$ cat src/rtl/acb_pkg.sv
// Package for the arc to cubic Bezier block: constants, tables, state type.
package acb_pkg;

    localparam int MaxSegments = 4;
    localparam logic signed [63:0] HalfPiQ28 = 64'sd421657428;
    localparam logic signed [63:0] CordicGain = 64'sd652032874;
    localparam logic signed [63:0] OneQ30 = 64'sd1073741824;

    localparam logic [1:0] KIND_MOVE  = 2'd0;
    localparam logic [1:0] KIND_LINE  = 2'd1;
    localparam logic [1:0] KIND_CUBIC = 2'd2;

    typedef enum logic [4:0] {
        S_IDLE, S_PREP, S_NDIV, S_SC_K, S_KDIV, S_KMUL, S_SC_P0, S_P0,
        S_EMIT0, S_ANG, S_SC_P1, S_P1, S_ARM, S_EMIT
    } t_state;

    function automatic logic signed [63:0] atan_q30(input logic [4:0] i);
        logic signed [63:0] t;
        unique case (i)
            5'd0: t = 64'h3243F6A8;  5'd1: t = 64'h1DAC6705;  5'd2: t = 64'h0FADBAFC;
            5'd3: t = 64'h07F56EA6;  5'd4: t = 64'h03FEAB76;  5'd5: t = 64'h01FFD55B;
            5'd6: t = 64'h00FFFAAA;  5'd7: t = 64'h007FFF55;  5'd8: t = 64'h003FFFEA;
            5'd9: t = 64'h001FFFFD;  5'd10: t = 64'h000FFFFF; 5'd11: t = 64'h0007FFFF;
            5'd12: t = 64'h0003FFFF; 5'd13: t = 64'h0001FFFF; 5'd14: t = 64'h0000FFFF;
            5'd15: t = 64'h00007FFF; 5'd16: t = 64'h00003FFF; 5'd17: t = 64'h00001FFF;
            5'd18: t = 64'h00000FFF; 5'd19: t = 64'h000007FF; 5'd20: t = 64'h000003FF;
            5'd21: t = 64'h000001FF; 5'd22: t = 64'h000000FF; 5'd23: t = 64'h0000007F;
            5'd24: t = 64'h0000003F; 5'd25: t = 64'h0000001F; 5'd26: t = 64'h0000000F;
            5'd27: t = 64'h00000008; 5'd28: t = 64'h00000004; 5'd29: t = 64'h00000002;
            5'd30: t = 64'h00000001; default: t = 64'h0;
        endcase
        return t;
    endfunction

    function automatic logic signed [31:0] sat32(input logic signed [63:0] v);
        logic signed [31:0] r;
        if (v > 64'sd2147483647) r = 32'sh7FFFFFFF;
        else if (v < -64'sd2147483648) r = 32'sh80000000;
        else r = v[31:0];
        return r;
    endfunction

endpackage

$ cat src/rtl/acb_cordic.sv
// Iterative rotation-mode CORDIC with quadrant reduction, one iteration per cycle.
module acb_cordic import acb_pkg::*; (
    input  logic                i_clk,
    input  logic                i_rst_n,
    input  logic                i_go,
    input  logic signed [35:0]  i_angle,
    output logic                o_done,
    output logic signed [63:0]  o_cos,
    output logic signed [63:0]  o_sin
);
    // quadrant found by compare/subtract steps (|a| < 2^32 / 421657428 ~ 10 quarters)
    logic [1:0]         r_ph;       // 0 idle, 1 reduce, 2 iterate
    logic signed [63:0] r_x, r_y, r_z, r_r;
    logic [1:0]         r_q;        // quadrant count, only needed mod 4
    logic [4:0]         r_i;
    logic               r_done;
    logic signed [63:0] w_dx, w_dy;

    assign w_dx = r_y >>> r_i;
    assign w_dy = r_x >>> r_i;

    always_ff @(posedge i_clk) begin
        if (!i_rst_n) begin
            r_ph <= 2'd0;
            r_done <= 1'b0;
        end else begin
            r_done <= 1'b0;
            unique case (r_ph)
                2'd0: begin
                    if (i_go) begin
                        // r = a + hp/2, target 0 <= r < hp
                        r_r <= 64'(i_angle) + (HalfPiQ28 >>> 1);
                        r_q <= 2'd0;
                        r_ph <= 2'd1;
                    end
                end
                2'd1: begin
                    if (r_r < 0) begin
                        r_r <= r_r + HalfPiQ28;
                        r_q <= r_q - 2'd1;
                    end else if (r_r >= HalfPiQ28) begin
                        r_r <= r_r - HalfPiQ28;
                        r_q <= r_q + 2'd1;
                    end else begin
                        r_z <= (r_r - (HalfPiQ28 >>> 1)) <<< 2;
                        r_x <= CordicGain;
                        r_y <= 64'sd0;
                        r_i <= 5'd0;
                        r_ph <= 2'd2;
                    end
                end
                default: begin
                    if (r_z >= 0) begin
                        r_x <= r_x - w_dx; r_y <= r_y + w_dy; r_z <= r_z - atan_q30(r_i);
                    end else begin
                        r_x <= r_x + w_dx; r_y <= r_y - w_dy; r_z <= r_z + atan_q30(r_i);
                    end
                    r_i <= r_i + 5'd1;
                    if (r_i == 5'd31) begin
                        r_ph <= 2'd0;
                        r_done <= 1'b1;
                    end
                end
            endcase
        end
    end

    always_comb begin
        unique case (r_q)
            2'd0: begin o_cos = r_x;  o_sin = r_y;  end
            2'd1: begin o_cos = -r_y; o_sin = r_x;  end
            2'd2: begin o_cos = -r_x; o_sin = -r_y; end
            default: begin o_cos = r_y; o_sin = -r_x; end
        endcase
    end
    assign o_done = r_done;
endmodule

$ cat config.mk
export PLATFORM = sky130hd
export DESIGN_NAME = acb_cordic
export DESIGN_NICKNAME = d
export VERILOG_FILES = /design/src/rtl/acb_pkg.sv /design/src/rtl/acb_cordic.sv
export SDC_FILE = /design/constraint.sdc
export NUM_CORES = 2
export LEC_CHECK = 0
export BUFFER_PORTS_ARGS = -buffer_cell sky130_fd_sc_hd__buf_2
export CORE_MARGIN = 3
export CORE_UTILIZATION = 38
export DETAILED_ROUTE_END_ITERATION = 6
export PLACE_DENSITY = 0.54
export SETUP_SLACK_MARGIN = 0.02
export SYNTH_ARGS = -nofsm -noshare
export SYNTH_HDL_FRONTEND = slang
export SYNTH_SLANG_ARGS = --single-unit
$ cat constraint.sdc
create_clock -name i_clk -period 17 [get_ports i_clk]
set_input_delay 3.4 -clock i_clk [delete_from_list [all_inputs] [get_ports i_clk]]
set_output_delay 3.4 -clock i_clk [all_outputs]
set_load 0.01 [all_outputs]
==> results.tsv <==
stage	metric	value	unit
outcome	status	complete, but fails checks	
outcome	failing checks	capacitance limit	
sta	Final Setup Violations	0	
global_routing	GRT Overall Usage	0.2905	
cts	CTS tree	yes	
floorplan	Die Wd	360.6	um
floorplan	core area	124300	sq um
cts	Root Buffer	clkbuf_16	
critical_path	crit-path max cell delay	810	ps
global_routing	vias in the first global route	46370	
logic_synthesis	sequential area share after synthesis	0.1791	
cts	clk slew on worst S/H paths	60	ps
logic_synthesis	Seq cells post-synth	296	
logic_synthesis	Syn Std Cell Area	47790	sq um
sta	Worst Skew	50.62	ps
floorplan	Die Area	130100	sq um
critical_path	CP Launch Type	flop	
logic_synthesis	Netlist cell types	124	
critical_path	Arrival @ worst endpoint	9980	ps
detailed_routing	total wire length	197600	um
sta	maximum clock frequency	0.1039	GHz
detailed_routing	Pre-antenna DRT Iters	7	
power_and_ir_drop	Power Internal	2346	uW
critical_path	Required @ worst endpoint	17360	ps
sta	unrepaired setup endpoints after global routing	false	
critical_path	largest fanout on the critical path	61	
critical_path	most frequent CP cell	o21ai_0	
detailed_routing	drt via density	6.481	
power_and_ir_drop	switching share of power	0.4509	
floorplan	Initial Utilization	0.3845	
finish	layout cells sized above 1	0.1317	
finish	Final Core Density	0.4082	
cts	H-tree Lvls	2	
detailed_routing	post-route ant nets	0	
floorplan	Ports	168	
floorplan	die height	360.6	um
critical_path	WS Path Type	flop to flop	
logic_synthesis	Warnings, synthesis	0	
sta	Hold Fails Final Rpt	0	
power_and_ir_drop	Worst VDD drop	76.86	uV
sta	Slew @ Worst Pin	1488	ps
power_and_ir_drop	Leak	0.01885	uW
power_and_ir_drop	sequential power share	0.242	
logic_synthesis	Synth Flop Type	edfxtp_1	
cts	cts repair resizes	0	
global_routing	grt total ovfl	0	
cts	clk_lat worst skew	650	ps
global_routing	pin count of the biggest net entering global routing	150	
detailed_routing	WL met2	85880	um
power_and_ir_drop	Cell Pwr Density	84.20	nW/um^2
finish	footprint of the multi-input gates	36200	sq um
finish	Reg area	8558	sq um
sta	Pins Over Slew Limit	0	
cts	clk sinks	296	
finish	commonest cells after routing, fill and taps aside	nor2_1 (546), a21oi_1 (542), nand2_1 (534), o21ai_0 (422), xnor2_1 (308)	
hold_path	Hold Path Class	flop to flop	
global_routing	initial antenna violation count	9	
cts	total CTS buffers	42	
finish	synthesis-to-finish area growth	6.171	%
cts	cts hold-fix bufs	0	
power_and_ir_drop	combinational power share	0.540	
power_and_ir_drop	net switching power	1926	uW
cts	# Post-CTS Setup Buffers	0	
sta	setup tns final	0	ps
placement	PortBufs	167	
detailed_routing	routed len/inst	26.53	um
logic_synthesis	Synth Instances	5948	
finish	final net count	6048	
logic_synthesis	Mapped Nets	6219	
placement	GPL Wtd Cong	1.021	
sta	fin crit share	0.5661	
detailed_routing	highest metal used	met5	
critical_path	crit-path leading delay family	compound AO/OA/AOI/OAI gates	
cts	CTS Buffer Depth	3	
sta	Max-slew headroom	0.004015	
power_and_ir_drop	Clk pwr share	0.218	
critical_path	Slowest cell on crit path	a2111oi_0	
sta	fin crit period	9623	ps
floorplan	# rows	129	
detailed_routing	met1 wire length	81300	um
finish	Layout fillers	12940	
detailed_routing	via total after detailed routing	48270	
detailed_routing	initial DRC count	5555	
global_routing	first-pass GRT wire length	295100	um
logic_synthesis	Post-synth ARST share	0	
critical_path	Crit. End Element	flop	
critical_path	worst path bufs/invs	3	
logic_synthesis	Post-Syn Area per Cell	8.034	sq um
flow_run	max cap viols	1	
detailed_routing	total length of routed met3 wires	19460	um
placement	hpwl dp	144900	um
finish	most common cell after layout, fill and taps aside	nor2_1	
detailed_routing	DRC	0	
logic_synthesis	Post-synth EDFFs	263	
[stage by stage]
step | instance area (sq um) | hold WS [ps] | power [uW] | worst slack, ps | std cells
after global placement | 49310 | 656.7 | 3285 | 7647 | 7370
after detailed placement | 49310 | 656.3 | 3288 | 7574 | 7370
after CTS | 50730 | 668.2 | 4249 | 7589 | 7447
final | 50740 | 661.4 | 4272 | 7377 | 7448
after floorplan | 47790 | 523.3 | 2657 | 2796 | 5948
after global routing | 50730 | 693.8 | 4537 | 6863 | 7447
[power by group through the flow]
stage / combinational [uW] / clock (uW) / sequential [uW]
detailed placement: 2250 / 0 / 1040
floorplan: 1670 / 0 / 988
finish: 2310 / 930 / 1030
CTS: 2260 / 959 / 1030
global route: 2510 / 985 / 1040
global placement: 2240 / 0 / 1040
[cell usage after synthesis, types with 82 or more instances]
cell type  instances  share of area
a21o_1           125          0.020
a21oi_1          543          0.057
clkbuf_1         379          0.030
edfxtp_1         263           0.17
ha_1             229          0.060
inv_1            123         0.0097
mux2i_1          196          0.041
mux4_2           164          0.077
nand2_1          534          0.042
nand3_1          103          0.011
nand4_1           82          0.011
nor2_1           546          0.043
nor3_1           149          0.016
o21ai_0          422          0.044
xnor2_1          308          0.056
xor2_1           235          0.043
[final timing paths]
path / start / end / cells past startpoint / slack [ps]
hold / removal: r_r[0] / r_z[2] / 2 / 660
setup / recovery: r_i[1] / r_x[63] / 25 / 7380
setup reg to reg: r_i[1] / r_x[63] / 25 / 7380
hold reg to reg: r_r[0] / r_z[2] / 2 / 660
[tightest hold or removal path: cells and delay by family (launching register included)]
family	cells	cell delay, ps
AND/OR/NAND/NOR	1	100
AO/OA/AOI/OAI	1	70
flip-flops	1	380
[area by class of cell]
cell class | count | area share
well taps | 1637 | 0.04037
diodes | 1 | 0.00004932
clock inverters | 25 | 0.005672
inverters | 129 | 0.009593
repair buffers | 315 | 0.03960
clock buffers | 52 | 0.02249
multi-input cells | 4993 | 0.7135
flip-flops and latches | 296 | 0.1687
[kinds of logic after synthesis]
family	after synthesis	share of synthesized area
compound gates	1836	0.2474
xor+xnor	543	0.09952
fa+ha+maj	232	0.06121
buf+inv	659	0.06532
flops	296	0.1791
mux	480	0.1549
simple gates	1902	0.1926
[per-layer routing]
| metal | global-route usage | up-vias |
|---|---|---|
| met4 | 0.1475 | 4 |
| met2 | 0.4511 | 2547 |
| met3 | 0.06414 | 526 |
| met5 | 0 | - |
| li1 | - | 22030 |
| met1 | 0.3795 | 23160 |
Power figures use the tool's default switching activity.
