## config.mk

```make
export PLATFORM = sky130hd
export DESIGN_NAME = acb_divider
export DESIGN_NICKNAME = d
export VERILOG_FILES = /design/src/rtl/acb_pkg.sv /design/src/rtl/acb_divider.sv
export SDC_FILE = /design/constraint.sdc
export NUM_CORES = 1
export LEC_CHECK = 0
export ABC_AREA = 1
export BUFFER_PORTS_ARGS = -buffer_cell sky130_fd_sc_hd__clkbuf_2
export CAP_MARGIN = 40
export CORE_MARGIN = 3
export CORE_UTILIZATION = 45
export CTS_CLUSTER_DIAMETER = 80
export DETAILED_ROUTE_END_ITERATION = 12
export SYNTH_ARGS = -nofsm -noshare
export SYNTH_HDL_FRONTEND = slang
export SYNTH_SLANG_ARGS = --single-unit
```

## constraint.sdc

```tcl
create_clock -name i_clk -period 11.88 [get_ports i_clk]
set_clock_uncertainty 0.05 [all_clocks]
set_input_delay 0.594 -clock i_clk [delete_from_list [all_inputs] [get_ports i_clk]]
set_output_delay 0.594 -clock i_clk [all_outputs]
set_load 0.02 [all_outputs]
```

## src/rtl/acb_pkg.sv

```systemverilog
// Package for the arc to cubic Bezier block: constants, tables, state type.
package acb_pkg;

    localparam int MaxSegments = 4;
    localparam logic signed [63:0] HalfPiQ28 = 64'sd421657428;
    localparam logic signed [63:0] CordicGain = 64'sd652032874;
    localparam logic signed [63:0] OneQ30 = 64'sd1073741824;

    localparam logic [1:0] KIND_MOVE  = 2'd0;
    localparam logic [1:0] KIND_LINE  = 2'd1;
    localparam logic [1:0] KIND_CUBIC = 2'd2;

    typedef enum logic [4:0] {
        S_IDLE, S_PREP, S_NDIV, S_SC_K, S_KDIV, S_KMUL, S_SC_P0, S_P0,
        S_EMIT0, S_ANG, S_SC_P1, S_P1, S_ARM, S_EMIT
    } t_state;

    function automatic logic signed [63:0] atan_q30(input logic [4:0] i);
        logic signed [63:0] t;
        unique case (i)
            5'd0: t = 64'h3243F6A8;  5'd1: t = 64'h1DAC6705;  5'd2: t = 64'h0FADBAFC;
            5'd3: t = 64'h07F56EA6;  5'd4: t = 64'h03FEAB76;  5'd5: t = 64'h01FFD55B;
            5'd6: t = 64'h00FFFAAA;  5'd7: t = 64'h007FFF55;  5'd8: t = 64'h003FFFEA;
            5'd9: t = 64'h001FFFFD;  5'd10: t = 64'h000FFFFF; 5'd11: t = 64'h0007FFFF;
            5'd12: t = 64'h0003FFFF; 5'd13: t = 64'h0001FFFF; 5'd14: t = 64'h0000FFFF;
            5'd15: t = 64'h00007FFF; 5'd16: t = 64'h00003FFF; 5'd17: t = 64'h00001FFF;
            5'd18: t = 64'h00000FFF; 5'd19: t = 64'h000007FF; 5'd20: t = 64'h000003FF;
            5'd21: t = 64'h000001FF; 5'd22: t = 64'h000000FF; 5'd23: t = 64'h0000007F;
            5'd24: t = 64'h0000003F; 5'd25: t = 64'h0000001F; 5'd26: t = 64'h0000000F;
            5'd27: t = 64'h00000008; 5'd28: t = 64'h00000004; 5'd29: t = 64'h00000002;
            5'd30: t = 64'h00000001; default: t = 64'h0;
        endcase
        return t;
    endfunction

    function automatic logic signed [31:0] sat32(input logic signed [63:0] v);
        logic signed [31:0] r;
        if (v > 64'sd2147483647) r = 32'sh7FFFFFFF;
        else if (v < -64'sd2147483648) r = 32'sh80000000;
        else r = v[31:0];
        return r;
    endfunction

endpackage

```

## src/rtl/acb_divider.sv

```systemverilog
// Restoring unsigned divider, one quotient bit per cycle, 64-bit operands.
module acb_divider import acb_pkg::*; (
    input  logic        i_clk,
    input  logic        i_rst_n,
    input  logic        i_go,
    input  logic [63:0] i_num,
    input  logic [63:0] i_den,
    output logic        o_done,
    output logic [63:0] o_quot
);
    logic        r_busy, r_done;
    logic [5:0]  r_cnt;
    logic [63:0] r_q, r_d;
    logic [64:0] r_rem;
    logic [64:0] w_sh;

    assign w_sh = {r_rem[63:0], r_q[63]};

    always_ff @(posedge i_clk) begin
        if (!i_rst_n) begin
            r_busy <= 1'b0;
            r_done <= 1'b0;
        end else begin
            r_done <= 1'b0;
            if (!r_busy) begin
                if (i_go) begin
                    r_busy <= 1'b1;
                    r_q <= i_num;
                    r_d <= i_den;
                    r_rem <= 65'd0;
                    r_cnt <= 6'd0;
                end
            end else begin
                if (w_sh >= {1'b0, r_d}) begin
                    r_rem <= w_sh - {1'b0, r_d};
                    r_q <= {r_q[62:0], 1'b1};
                end else begin
                    r_rem <= w_sh;
                    r_q <= {r_q[62:0], 1'b0};
                end
                r_cnt <= r_cnt + 6'd1;
                if (r_cnt == 6'd63) begin
                    r_busy <= 1'b0;
                    r_done <= 1'b1;
                end
            end
        end
    end
    assign o_done = r_done;
    assign o_quot = r_q;
endmodule

```

==> impl_metrics.env <==
export IMPL_outcome="complete, no violations"
export IMPL_power_frac_clock_pct=26.7
export IMPL_maxCapViolCount=0
export IMPL_cts_resized=0
export IMPL_firstDrtPassIters=5
export IMPL_p_per_area_nw_per_um2=132
export IMPL_worst_slew_pin_slew_ns=0.857
export IMPL_final_common_cell="nand2_1"
export IMPL_whs_ns=0.249
export IMPL_synth_xor_xnor_area_share_pct=1.83
export IMPL_period_needed_ns=3.25
export IMPL_grt_use_total_pct=25.1
export IMPL_seqPwrFrac_pct=40.8
export IMPL_gp_congestion=1.00
export IMPL_vias_per_cell=4.76
export IMPL_critical_path_cell_chain="ha_1 > nand2_1 > inv_1 > nand2_1 > nand2_1 > nand2_1 > nand3_2 > nand2_2 > nand2_2 > nand2_2 > nand2_4 > a21oi_4 > buf_4 > o21ai_0"
export IMPL_routed_via_count=13391
export IMPL_die_x_um=188
export IMPL_synth_seq_cells=200
export IMPL_port_buffers=195
export IMPL_worstHoldPathType="input pin to flip-flop"
export IMPL_cpLargestDelayFamily="simple AND/OR/NAND/NOR gates"
export IMPL_min_path_cells=1
export IMPL_grt_max_degree=70
export IMPL_rows=65
export IMPL_cp_max_fo=30
export IMPL_crit_start="r_rem[2]$_SDFFCE_PN0P_"
export IMPL_synth_top_family_by_area="simple AND/OR/NAND/NOR gates"
export IMPL_tns_ns=0
export IMPL_initial_core_util_pct=46.3
export IMPL_avgSynthCellArea_sq_um=6.79
export IMPL_overflow=0
export IMPL_cts_root_buffer="clkbuf_16"
export IMPL_synth_cell_types=38
export IMPL_muxShareOfSynthArea_pct=0
export IMPL_syn_inst=2183
export IMPL_diodes=0
export IMPL_cts_buffers=17
export IMPL_ant_nets=0
export IMPL_totalWireLength_um=44100
export IMPL_path_common_cell="nand2_1"
export IMPL_cts_hold_buf=0
export IMPL_antenna_found_initial=1
export IMPL_p_leak_uw=0.00927
export IMPL_ys_seq_area_share_pct=40.4
export IMPL_synthSimpleGateAreaFrac_pct=37.1
export IMPL_cts_tree="yes"
export IMPL_nets=2560
export IMPL_critPathMaxStageDelay_ns=0.59
export IMPL_place_hpwl_um=34700
export IMPL_crit_required_ns=12.04
export IMPL_coreArea_sq_um=32000
export IMPL_drv_slew=0
export IMPL_switching_share_pct=38.0
export IMPL_synth_compound_gate_area_share_pct=1.97
export IMPL_wl_per_cell_um=15.7
export IMPL_grt_pass1_vias=12895
export IMPL_r2r_start="r_rem[2]$_SDFFCE_PN0P_"
export IMPL_slew_headroom_pct=42.9
export IMPL_path_class="flip-flop to flip-flop"
export IMPL_insertion_delay_ns=0.47
export IMPL_arrival_ns=3.41
export IMPL_rsz0062_at_grt="no"
export IMPL_io_pins=196
export IMPL_cp_slowest_cell="a21oi_4"
export IMPL_final_cell_mix="nand2_1 (934), inv_1 (440), nor2_1 (225), edfxtp_1 (198), clkbuf_2 (195)"
export IMPL_syn2layout_area_growth_pct=13.2
export IMPL_synth_area_sq_um=14800
export IMPL_peakVddDrop_mv=0.107
export IMPL_internal_power_uw=1370
export IMPL_setup_viol=0
export IMPL_r2r_end="o_quot[0]$_DFFE_PP_"
export IMPL_drt_iter0_markers=894
export IMPL_synth_nets=2380
export IMPL_die_height_um=188
export IMPL_hold_end="r_d[43]$_DFFE_PP_"
export IMPL_critical_path_buf_inv_count=2
export IMPL_finalHoldViolCount=0
export IMPL_die_area_sq_um=35200
export IMPL_min_period_over_period_pct=27.3
export IMPL_htree_levels=4
export IMPL_endpoint_kind="flip-flop"
export IMPL_reg2regPathDepth=14
export IMPL_reg2reg_slack_ns=8.63
export IMPL_cp_start_kind="flip-flop"
export IMPL_grt_pass1_wl_um=69300
export IMPL_path_clk_slew_ns=0.09
export IMPL_post_route_drc_count=0
export IMPL_ys_warn_count=0
export IMPL_combPwrFrac_pct=32.5
export IMPL_min_delay_start="i_den[43]"
export IMPL_cts_buffer_depth=2
export IMPL_synth_fa_ha_area_share_pct=5.62
export IMPL_switchingPower_uw=840
export IMPL_post_cts_buffers=0
export IMPL_fmax_mhz=308
export IMPL_cts_sinks=200
export IMPL_layout_drive_gt1_share_pct=12.2
==> power by group through the flow <==
stage	Sequential (uW)	Clock [uW]	Combinational [uW]
2_1_floorplan	936	0	486
3_3_place_gp	918	0	707
3_5_place_dp	917	0	716
4_1_cts	904	602	718
5_1_grt	912	633	810
6_report	903	590	719
==> worst max-delay path by stage <==
| stage | to | slack, ns | cells after the start |
|---|---|---|---|
| final | o_quot[0]$_DFFE_PP_ | 8.63 | 14 |
| after CTS | o_quot[0]$_DFFE_PP_ | 8.65 | 14 |
| after global placement | o_quot[0]$_DFFE_PP_ | 8.64 | 14 |
| after detailed placement | o_quot[0]$_DFFE_PP_ | 8.65 | 14 |
| after floorplan | o_quot[0]$_DFFE_PP_ | 7.57 | 4 |
| after global routing | o_quot[0]$_DFFE_PP_ | 8.44 | 14 |
==> cells in the mapped netlist <==
| master | count | share of area, % |
|---|---|---|
| nor3_1 | 9 | 0.30 |
| nor2_1 | 226 | 5.7 |
| xnor2_1 | 1 | 0.059 |
| o21ai_0 | 8 | 0.27 |
| nand3_2 | 7 | 0.47 |
| buf_12 | 1 | 0.13 |
| ha_1 | 65 | 5.5 |
| clkinv_1 | 1 | 0.025 |
| and2_1 | 3 | 0.13 |
| nand4_1 | 10 | 0.42 |
| nand3b_1 | 40 | 2.0 |
| nand2_1 | 935 | 24 |
| nand2_8 | 1 | 0.13 |
| nand2_4 | 2 | 0.15 |
| inv_4 | 1 | 0.042 |
| nor3_4 | 1 | 0.11 |
| a21oi_4 | 1 | 0.11 |
| inv_2 | 9 | 0.23 |
| clkbuf_1 | 20 | 0.51 |
| or2_2 | 1 | 0.042 |
| inv_1 | 441 | 11 |
| buf_1 | 1 | 0.025 |
| nor2_4 | 3 | 0.23 |
| fa_1 | 1 | 0.13 |
| o22ai_1 | 1 | 0.042 |
| nand3_4 | 1 | 0.12 |
| nand3_1 | 68 | 2.3 |
| a21oi_1 | 46 | 1.6 |
| dfxtp_1 | 2 | 0.27 |
| edfxtp_1 | 198 | 40 |
| buf_6 | 7 | 0.53 |
| nand2_2 | 10 | 0.42 |
| and3_1 | 1 | 0.042 |
| xor2_1 | 30 | 1.8 |
| nor4_1 | 4 | 0.17 |
| buf_4 | 4 | 0.20 |
| buf_2 | 7 | 0.24 |
| nor2_2 | 16 | 0.67 |
==> per-layer routing <==
layer	vias up	share of wire (%)	global-route usage (%)
met2	380	45	40.4
met5	-	0.029	0
met4	2	2.5	7.85
li1	6956	-	-
met1	6003	47	34.4
met3	50	6.1	4.84
==> through the flow <==
stage / utilization [%] / cells / setup WS (ns) / cell area [sq um] / total power (uW)
floorplan: - / 2183 / 7.57 / 14800 / 1420
global placement: 50.4 / 2777 / 8.64 / 16200 / 1630
detailed placement: 50.6 / 2779 / 8.65 / 16200 / 1630
CTS: 52.4 / 2811 / 8.65 / 16800 / 2220
global route: 52.4 / 2811 / 8.44 / 16800 / 2360
finish: 52.4 / 2811 / 8.63 / 16800 / 2210
==> worst reg2reg max path: cells and delay by family, from the launching register on <==
kind	cells	cell delay (ns)
simple gates	9	0.90
buf+inv	2	0.50
fa+ha+maj	1	0.37
flops	1	0.44
compound gates	2	0.74
==> sequential cells by signal, summed over array words and instances, names as in the netlist <==
| name | cells |
|---|---|
| o_done | 1 |
| r_cnt | 6 |
| r_rem | 64 |
| r_busy | 1 |
| r_d | 64 |
| o_quot | 64 |
==> cells by family after synthesis <==
| kind of cell | after synthesis |
|---|---|
| AND/OR/NAND/NOR | 1338 |
| buffers and inverters | 492 |
| AO/OA/AOI/OAI | 56 |
| flip-flops | 200 |
| adder cells (fa/ha/maj) | 66 |
| XOR/XNOR | 31 |
==> layout make-up <==
cell class	count	area [sq um]
flip-flops and latches	200	5990
clock inverters	14	153
clock buffers	18	429
multi-input cells	1491	6920
repair buffers	201	1050
well taps	435	544
inverters	452	1700
fillers	3320	15300
Power figures use the tool's default switching activity.
